$ cat config.mk
export PLATFORM = sky130hd
export DESIGN_NAME = audio_gate_bandpass_preemphasis_top_flat
export DESIGN_NICKNAME = d
export VERILOG_FILES = /design/src/sv/agbp_pkg.sv /design/src/sv/agbp_if.sv /design/src/sv/audio_gate_bandpass_preemphasis_top.sv /design/src/sv/agbp_mul.sv /design/src/flat_wrapper.sv
export SDC_FILE = /design/constraint.sdc
export NUM_CORES = 2
export LEC_CHECK = 0
export ABC_CLOCK_PERIOD_IN_PS = 17400
export BUFFER_PORTS_ARGS = -buffer_cell sky130_fd_sc_hd__buf_4
export CAP_MARGIN = 10
export CORE_MARGIN = 3
export CORE_UTILIZATION = 32
export DETAILED_ROUTE_END_ITERATION = 16
export PLACE_DENSITY_LB_ADDON = 0.08
export SLEW_MARGIN = 20
export SYNTH_ARGS = -nofsm -noshare
export SYNTH_HDL_FRONTEND = slang
export SYNTH_SLANG_ARGS = --single-unit
$ cat constraint.sdc
create_clock -name clk -period 17.4 [get_ports clk]
set_input_delay 1.74 -clock clk [delete_from_list [all_inputs] [get_ports clk]]
set_output_delay 1.74 -clock clk [all_outputs]
set_load 0.005 [all_outputs]
$ cat src/sv/agbp_pkg.sv
// agbp_pkg: widths, register codes and fixed-point helpers for the audio
// gate / band-pass / pre-emphasis chain. No dependencies.
package agbp_pkg;

  localparam int SAMPLE_BITS = 16;
  localparam int STATE_BITS  = 24;
  localparam int COEF_BITS   = 16;
  localparam int FRAC_BITS   = 16;                        // coefficient LSB = 2^-16
  localparam int PEAK_BITS   = SAMPLE_BITS - 1;
  localparam int OPND_BITS   = STATE_BITS + 1;            // filter differences
  localparam int PROD_BITS   = COEF_BITS + OPND_BITS + 2; // product plus accumulate
  localparam int RND_BITS    = PROD_BITS - FRAC_BITS;
  localparam int CFG_DATA_BITS = COEF_BITS;
  localparam int CFG_IDX_BITS  = 3;

  localparam logic [COEF_BITS-1:0] LOWPASS_RESET = '1;

  typedef logic signed [SAMPLE_BITS-1:0] sample_t;
  typedef logic signed [STATE_BITS-1:0]  state_t;
  typedef logic        [COEF_BITS-1:0]   coef_t;
  typedef logic signed [OPND_BITS-1:0]   opnd_t;
  typedef logic signed [PROD_BITS-1:0]   prod_t;
  typedef logic signed [RND_BITS-1:0]    rnd_t;
  typedef logic        [PEAK_BITS-1:0]   peak_t;

  typedef enum logic [CFG_IDX_BITS-1:0] {
    CFG_CHAIN_ENABLE   = 3'd0,
    CFG_GATE_THRESHOLD = 3'd1,
    CFG_HIGHPASS_COEF  = 3'd2,
    CFG_LOWPASS_COEF   = 3'd3,
    CFG_EMPHASIS_COEF  = 3'd4
  } cfg_idx_t;

  // Round to nearest LSB, ties toward +inf, then drop the Q0.16 fraction.
  function automatic rnd_t round_q16(input prod_t p);
    prod_t t;
    t = p + $signed(PROD_BITS'(1) <<< (FRAC_BITS - 1));
    return t[PROD_BITS-1:FRAC_BITS];
  endfunction

  // Clamp to the signed filter state range.
  function automatic state_t sat_state(input rnd_t v);
    rnd_t hi;
    rnd_t lo;
    hi = RND_BITS'({1'b0, {(STATE_BITS-1){1'b1}}});
    lo = ~hi;
    if (v > hi)      return hi[STATE_BITS-1:0];
    else if (v < lo) return lo[STATE_BITS-1:0];
    else             return v[STATE_BITS-1:0];
  endfunction

endpackage

$ cat src/sv/agbp_if.sv
// Valid/ready word channels for samples in and conditioned samples out.
// Depends on agbp_pkg.
interface agbp_in_if import agbp_pkg::*; ();
  logic    valid;
  logic    ready;
  sample_t sample_in;
  logic    block_last;

  modport source (output valid, output sample_in, output block_last, input ready);
  modport sink   (input valid, input sample_in, input block_last, output ready);
endinterface

interface agbp_out_if import agbp_pkg::*; ();
  logic    valid;
  logic    ready;
  sample_t sample_out;
  peak_t   block_peak;
  logic    clipped;

  modport source (output valid, output sample_out, output block_peak, output clipped,
                  input ready);
  modport sink   (input valid, input sample_out, input block_peak, input clipped,
                  output ready);
endinterface

$ cat src/sv/audio_gate_bandpass_preemphasis_top.sv
// Audio gate -> one-pole high-pass -> one-pole low-pass -> pre-emphasis.
// With the chain enabled a word passes through ST_HP, ST_EM and ST_LP (three
// multiplies) and then ST_FIN; bypassed, it goes straight to ST_FIN.
// A new input word is accepted only in ST_IDLE, once the previous word has
// finished, so words do not overlap; the one shared multiplier does three
// products per word. A stalled output word holds the finish step and the input.
// Reset (rst_n low, synchronous): filter state and peak cleared, registers
// at defaults (lowpass_coef all ones), no output word pending.
module audio_gate_bandpass_preemphasis_top import agbp_pkg::*; (
  input  logic                     clk,
  input  logic                     rst_n,
  agbp_in_if.sink                  in_ch,
  agbp_out_if.source               out_ch,
  input  logic                     cfg_we,
  input  logic [CFG_IDX_BITS-1:0]  cfg_index,
  input  logic [CFG_DATA_BITS-1:0] cfg_data
);

  typedef enum logic [2:0] {
    ST_IDLE, // waiting for a word
    ST_HP,   // multiply high-pass
    ST_EM,   // finish high-pass, multiply pre-emphasis tap
    ST_LP,   // hold emphasis term, multiply low-pass
    ST_FIN   // finish low-pass, emphasis, saturate, peak, load output
  } seq_state_t;

  seq_state_t state_r;

  // configuration registers
  logic                  enable_r;
  logic [PEAK_BITS-1:0]  threshold_r;
  coef_t                 hp_coef_r;
  coef_t                 lp_coef_r;
  coef_t                 em_coef_r;

  // filter state
  state_t  hp_out_r;
  sample_t hp_in_r;
  state_t  lp_out_r;
  state_t  emph_in_r;
  peak_t   peak_r;

  // per-word working registers
  sample_t x_r;      // gated (or raw, when bypassed) input
  logic    last_r;
  logic    bypass_r;
  state_t  em_r;     // rounded ec * previous low-pass output

  // output register
  logic    out_valid_r;
  sample_t out_sample_r;
  peak_t   out_peak_r;
  logic    out_clip_r;

  // shared multiplier
  coef_t   mul_coef;
  opnd_t   mul_opnd;
  prod_t   prod_r;

  agbp_mul u_mul (
    .clk    (clk),
    .coef   (mul_coef),
    .opnd   (mul_opnd),
    .prod_r (prod_r)
  );

  // The low-pass operands stay applied through the finish step, so the
  // product is still valid while the output word is stalled.
  always_comb begin
    case (state_r)
      ST_HP: begin
        mul_coef = hp_coef_r;
        mul_opnd = OPND_BITS'(hp_out_r) + OPND_BITS'(x_r) - OPND_BITS'(hp_in_r);
      end
      ST_EM: begin
        mul_coef = em_coef_r;
        mul_opnd = OPND_BITS'(emph_in_r);
      end
      ST_LP, ST_FIN: begin
        mul_coef = lp_coef_r;
        mul_opnd = OPND_BITS'(hp_out_r) - OPND_BITS'(lp_out_r);
      end
      default: begin
        mul_coef = '0;
        mul_opnd = '0;
      end
    endcase
  end

  // Gate on input: with the chain enabled, magnitude strictly below threshold forces zero.
  logic [SAMPLE_BITS:0] in_mag;
  sample_t              x_nxt;

  always_comb begin
    in_mag = in_ch.sample_in[SAMPLE_BITS-1] ?
             (SAMPLE_BITS+1)'(-$signed({in_ch.sample_in[SAMPLE_BITS-1], in_ch.sample_in})) :
             (SAMPLE_BITS+1)'(in_ch.sample_in);
    if (enable_r && (in_mag < (SAMPLE_BITS+1)'(threshold_r)))
      x_nxt = '0;
    else
      x_nxt = in_ch.sample_in;
  end

  // High-pass result from its product.
  state_t hp_nxt;
  assign hp_nxt = sat_state(round_q16(prod_r));

  // Rounded pre-emphasis tap; fits the state width since ec < 1.
  rnd_t em_rnd;
  assign em_rnd = round_q16(prod_r);

  // Low-pass: lc*h + (1-lc)*l_prev == l_prev*2^16 + lc*(h - l_prev).
  prod_t  lp_acc;
  state_t lp_nxt;
  assign lp_acc = prod_r + (PROD_BITS'(lp_out_r) <<< FRAC_BITS);
  assign lp_nxt = sat_state(round_q16(lp_acc));

  // Pre-emphasis and symmetric output saturation.
  localparam int EMPH_BITS = STATE_BITS + 1;
  localparam logic signed [EMPH_BITS-1:0] SMAX =
    EMPH_BITS'({1'b0, {(SAMPLE_BITS-1){1'b1}}});

  logic signed [EMPH_BITS-1:0] emph_diff;
  sample_t                     result_nxt;
  logic                        clip_nxt;

  always_comb begin
    emph_diff = EMPH_BITS'(lp_nxt) - EMPH_BITS'(em_r);
    clip_nxt  = 1'b0;
    if (bypass_r) begin
      result_nxt = x_r;
    end else if (emph_diff > SMAX) begin
      result_nxt = SAMPLE_BITS'(SMAX);
      clip_nxt   = 1'b1;
    end else if (emph_diff < -SMAX) begin
      result_nxt = SAMPLE_BITS'(-SMAX);
      clip_nxt   = 1'b1;
    end else begin
      result_nxt = emph_diff[SAMPLE_BITS-1:0];
    end
  end

  // Running peak; the most negative sample saturates to full scale.
  logic [SAMPLE_BITS:0] res_mag;
  peak_t                mag_sat;
  peak_t                peak_nxt;

  always_comb begin
    res_mag = result_nxt[SAMPLE_BITS-1] ?
              (SAMPLE_BITS+1)'(-$signed({result_nxt[SAMPLE_BITS-1], result_nxt})) :
              (SAMPLE_BITS+1)'(result_nxt);
    mag_sat  = (res_mag[SAMPLE_BITS:PEAK_BITS] != '0) ? '1 : res_mag[PEAK_BITS-1:0];
    peak_nxt = (mag_sat > peak_r) ? mag_sat : peak_r;
  end

  logic out_free;
  assign out_free = !out_valid_r || out_ch.ready;

  assign in_ch.ready       = (state_r == ST_IDLE);
  assign out_ch.valid      = out_valid_r;
  assign out_ch.sample_out = out_sample_r;
  assign out_ch.block_peak = out_peak_r;
  assign out_ch.clipped    = out_clip_r;

  always_ff @(posedge clk) begin
    if (!rst_n) begin
      state_r     <= ST_IDLE;
      enable_r    <= 1'b0;
      threshold_r <= '0;
      hp_coef_r   <= '0;
      lp_coef_r   <= LOWPASS_RESET;
      em_coef_r   <= '0;
      hp_out_r    <= '0;
      hp_in_r     <= '0;
      lp_out_r    <= '0;
      emph_in_r   <= '0;
      peak_r      <= '0;
      out_valid_r <= 1'b0;
    end else begin
      if (cfg_we) begin
        case (cfg_index)
          CFG_CHAIN_ENABLE:   enable_r    <= cfg_data[0];
          CFG_GATE_THRESHOLD: threshold_r <= cfg_data[PEAK_BITS-1:0];
          CFG_HIGHPASS_COEF:  hp_coef_r   <= cfg_data[COEF_BITS-1:0];
          CFG_LOWPASS_COEF:   lp_coef_r   <= cfg_data[COEF_BITS-1:0];
          CFG_EMPHASIS_COEF:  em_coef_r   <= cfg_data[COEF_BITS-1:0];
          default: ;
        endcase
      end

      // new word loads as the old one leaves, else valid drops on accept
      if ((state_r == ST_FIN) && out_free)
        out_valid_r <= 1'b1;
      else if (out_ch.ready)
        out_valid_r <= 1'b0;

      case (state_r)
        ST_IDLE: begin
          if (in_ch.valid) begin
            x_r      <= x_nxt;
            last_r   <= in_ch.block_last;
            bypass_r <= !enable_r;
            state_r  <= enable_r ? ST_HP : ST_FIN;
          end
        end
        ST_HP: state_r <= ST_EM;
        ST_EM: begin
          hp_out_r <= hp_nxt;
          hp_in_r  <= x_r;
          state_r  <= ST_LP;
        end
        ST_LP: begin
          em_r    <= em_rnd[STATE_BITS-1:0];
          state_r <= ST_FIN;
        end
        ST_FIN: begin
          if (out_free) begin
            if (!bypass_r) begin
              lp_out_r  <= lp_nxt;
              emph_in_r <= lp_nxt;
            end
            out_sample_r <= result_nxt;
            out_peak_r   <= peak_nxt;
            out_clip_r   <= clip_nxt;
            peak_r       <= last_r ? '0 : peak_nxt;
            state_r      <= ST_IDLE;
          end
        end
        default: state_r <= ST_IDLE;
      endcase
    end
  end

endmodule

$ cat src/sv/agbp_mul.sv
// agbp_mul: shared coefficient multiplier, unsigned Q0.16 times signed
// operand, product registered. Depends on agbp_pkg.
module agbp_mul import agbp_pkg::*; (
  input  logic  clk,
  input  coef_t coef,
  input  opnd_t opnd,
  output prod_t prod_r
);

  logic signed [COEF_BITS+OPND_BITS:0] prod_nxt;

  assign prod_nxt = $signed({1'b0, coef}) * opnd;

  always_ff @(posedge clk) begin
    prod_r <= PROD_BITS'(prod_nxt);
  end

endmodule
$ cat src/flat_wrapper.sv
// flat-port wrapper written by rule: the top's interface ports become plain ports
module audio_gate_bandpass_preemphasis_top_flat import agbp_pkg::*;
  (clk, rst_n, cfg_we, cfg_index, cfg_data, in_ch_valid, in_ch_sample_in, in_ch_block_last, in_ch_ready, out_ch_valid, out_ch_sample_out, out_ch_block_peak, out_ch_clipped, out_ch_ready);
  agbp_in_if in_ch_i ();
  agbp_out_if out_ch_i ();
  input  logic clk;
  input  logic rst_n;
  input  logic cfg_we;
  input  logic [CFG_IDX_BITS-1:0] cfg_index;
  input  logic [CFG_DATA_BITS-1:0] cfg_data;
  input wire logic [$bits(in_ch_i.valid)-1:0] in_ch_valid;
  input wire logic [$bits(in_ch_i.sample_in)-1:0] in_ch_sample_in;
  input wire logic [$bits(in_ch_i.block_last)-1:0] in_ch_block_last;
  output wire logic [$bits(in_ch_i.ready)-1:0] in_ch_ready;
  output wire logic [$bits(out_ch_i.valid)-1:0] out_ch_valid;
  output wire logic [$bits(out_ch_i.sample_out)-1:0] out_ch_sample_out;
  output wire logic [$bits(out_ch_i.block_peak)-1:0] out_ch_block_peak;
  output wire logic [$bits(out_ch_i.clipped)-1:0] out_ch_clipped;
  input wire logic [$bits(out_ch_i.ready)-1:0] out_ch_ready;
  assign in_ch_i.valid = in_ch_valid;
  assign in_ch_i.sample_in = in_ch_sample_in;
  assign in_ch_i.block_last = in_ch_block_last;
  assign in_ch_ready = in_ch_i.ready;
  assign out_ch_valid = out_ch_i.valid;
  assign out_ch_sample_out = out_ch_i.sample_out;
  assign out_ch_block_peak = out_ch_i.block_peak;
  assign out_ch_clipped = out_ch_i.clipped;
  assign out_ch_i.ready = out_ch_ready;
  audio_gate_bandpass_preemphasis_top u_core (.clk(clk), .rst_n(rst_n), .in_ch(in_ch_i), .out_ch(out_ch_i), .cfg_we(cfg_we), .cfg_index(cfg_index), .cfg_data(cfg_data));
endmodule
==> reports/summary.txt <==
status -> complete, no violations
Setup violations, final -> 0
PD cells -> 82.3 mW/mm2
Area Overhead vs Synth -> 9.59%
port bufs -> 74
number of clock sinks -> 248
Fmax -> 0.0851 GHz
Slowest cell on crit path -> nor4_2
Site Rows -> 113
Routed WL per cell -> 19.6 um
Final Hold Vio Count -> 0
Static Leak -> 0.0148 uW
Clk Latency, worst-skew pair -> 0.62 ns
Max VDD drop -> 0.0000630 V
critical path required time -> 17.92 ns
sw power -> 1260 uW
Yosys warnings -> 0
Sw Ratio -> 44.8%
combinational power share -> 52.7%
Placed Cells incl. Taps -> 4876
Synth Cell Area -> 0.0311 mm2
max-slew violation count -> 0
global route overflow -> 0
fillcell total -> 10.2k
period utilisation layout -> 67.6%
DR vias -> 24.4k
CP top delay family -> compound AO/OA/AOI/OAI gates
DRT iter0 DRCs -> 1269
Seq pwr share -> 25.1%
post-synthesis cell count -> 3637
fraction of layout cells with a size suffix above 1 -> 6.74%
gr usage total -> 19.1%
Non-Filler Instances -> 4932
TritonCTS clock tree -> yes
PostCTS Resize Cnt -> 0
worst slew pin tran -> 1.07 ns
worst endpoint data arrival time -> 12.27 ns
sequential area share after synthesis -> 18.3%
Starting Density -> 32.5%
internal power -> 1550 uW
die area -> 0.101 mm2
routability-driven placement congestion ratio -> 0.815
fin crit period -> 11.76 ns
RSZ-0062 raised after global routing -> false
DP HPWL -> 77.7 mm
Worst Path Max Fanout -> 24
Synth Net Count -> 4326
Bufs on Longest Clock Path -> 3
first-pass detailed-route iteration total -> 5
Crit path buffers/inverters -> 3
share of the synthesized area in the top cell type -> 26.7%
Setup crit end kind -> register
#FFs+latches synth -> 248
first-pass GRT wire length -> 154 mm
# Max-Cap Violations -> 0
Worst slew margin -> 28.8%
Tightest Hold Check Type -> reg -> reg
Root Driver -> clkbuf_16
fin worst setup slack -> 5.64 ns
startpoint class of the critical path -> register
skew final -> 0.0738 ns
Post-synth EDFFs -> 74
number of routed nets with antenna violations -> 0
drt drc -> 0
largest net degree at the start of global routing -> 62
Crit Path Class -> reg -> reg
vias per inst -> 4.95
vias in the first global route -> 25.7k
initial antenna violation count -> 0
Nets -> 4332
top cells by area, synth -> fa_1, dfxtp_1, ha_1
H-Tree Depth -> 1
die width -> 318 um
total wire length -> 96.6 mm
Post-synth top flop -> dfxtp_1
chip height -> 318 um
TNS Setup -> 0 ns
Diodes inserted -> 0
TritonCTS Buffers -> 30
num ports -> 75
syn avg cell area -> 8.56 um2
Max stage delay on crit path -> 0.90 ns
Place WS -> 5.67 ns
Post-CTS Setup Repair Bufs -> 0
leading area contributor after synthesis -> fa_1
Clk pwr share -> 22.2%
Placeable Area -> 0.0957 mm2
Clk pin slew, worst setup/hold paths -> 0.06 ns
hold buffer count at cts -> 0
asr flop ratio synth -> 0%
library cells used by synthesis -> 94
==> path summary, 6_finish.rpt <==
kind                                 from                   to  slack [ns]  cells after the start
setup / recovery  u_core.u_mul.prod_r[15]    u_core.peak_r[11]        5.64                     43
hold / removal        u_core.em_coef_r[5]  u_core.em_coef_r[5]        0.45                      2
setup reg to reg  u_core.u_mul.prod_r[15]    u_core.peak_r[11]        5.64                     43
hold reg to reg       u_core.em_coef_r[5]  u_core.em_coef_r[5]        0.45                      2
==> cell families after synthesis <==
logic type,synth area share (%)
flip-flops,18.3
adder cells (fa/ha/maj),36.1
XOR/XNOR,4.41
AND/OR/NAND/NOR,15.9
buffers and inverters,9.73
AO/OA/AOI/OAI,14.5
multiplexers,1.00
==> cells in the final DEF, fill, tap and decap left out, types with 22 or more instances in the layout <==
cell type,n
and2_1,108
and3_1,30
nand2b_1,25
inv_1,645
nor2_1,141
a22o_1,27
dfxtp_1,173
a221oi_1,28
clkbuf_16,32
o21ai_0,95
a31oi_1,32
nor3_1,29
xor2_1,52
nand2_1,562
fa_1,416
xnor2_1,105
mux2_2,22
nor2b_1,42
nand3_1,62
a21o_1,53
edfxtp_1,74
a211oi_1,31
buf_4,129
ha_1,232
a21oi_1,202
==> Yosys cell counts, types with 6 or more instances <==
library cell and count:
o21bai_1 19, or3_1 15, nand3_1 62, nand2_1 562
nor3_1 31, a22oi_1 20, fa_1 416, nand4_1 14
a211oi_1 32, clkbuf_1 143, xor2_1 52, and3_1 30
and2_1 107, mux2_2 22, a221oi_1 28, ha_1 232
a22o_1 27, nor4_1 7, o21a_1 16, o211ai_1 18
a31oi_1 32, o21ai_0 101, xnor2_1 105, nor3b_1 7
nor2_1 141, nand2b_1 26, a21oi_1 203, o31ai_1 19
o221ai_1 6, a31o_2 6, a21o_1 53, dfxtp_1 174
a221o_1 9, edfxtp_1 74, o21ai_1 10, a211o_1 12
nor2b_1 44, inv_1 645
==> layer usage <==
metal	vias up	wire length (um)	track usage, %
li1	11800	-	-
met1	12200	49900	29.1
met2	377	42700	30.4
met3	64	2950	1.41
met4	0	938	2.35
met5	-	0	0
==> state kept, by name (all words and copies together) (netlist names), 3 cells and up <==
| register | count |
|---|---|
| u_core.u_mul.prod_r | 27 |
| u_core.x_r | 16 |
| u_core.em_coef_r | 16 |
| u_core.hp_coef_r | 16 |
| u_core.em_r | 24 |
| u_core.hp_in_r | 16 |
| u_core.peak_r | 15 |
| u_core.state_r | 3 |
| u_core.out_ch.sample_out | 16 |
| u_core.lp_out_r | 24 |
| u_core.hp_out_r | 24 |
| u_core.out_ch.block_peak | 15 |
| u_core.threshold_r | 15 |
| u_core.lp_coef_r | 16 |
==> worst min-delay path, cell delays in order (launching register included) <==
cell     delay, ns
dfxtp_1       0.31
nand2_1       0.05
a21oi_1       0.05
==> final cells by class <==
type / instances / area (um2) / area share, %
multi-input cells: 2588 / 22500 / 65.8
flip-flops and latches: 248 / 5710 / 16.7
inverters: 646 / 2430 / 7.11
well taps: 1265 / 1580 / 4.64
repair buffers: 129 / 968 / 2.84
clock buffers: 45 / 900 / 2.64
clock inverters: 11 / 82.6 / 0.242
==> power by group through the flow <==
stage | registers (uW) | logic [uW] | clock network, uW
after detailed placement | 716 | 1480 | 0
after global placement | 716 | 1500 | 0
after CTS | 704 | 1490 | 642
after floorplan | 692 | 1060 | 0
after global routing | 709 | 1660 | 664
final | 704 | 1480 | 623
==> stage by stage <==
step | utilization [%] | hold WS [ns] | total power [uW] | instance area, um2
global route | 35.7 | 0.474 | 3030 | 34100
finish | 35.7 | 0.454 | 2810 | 34100
global placement | 34.6 | 0.443 | 2210 | 33200
floorplan | - | 0.432 | 1750 | 31100
CTS | 35.7 | 0.455 | 2840 | 34100
detailed placement | 34.6 | 0.447 | 2200 | 33200
(Power assumes the default switching activity.)
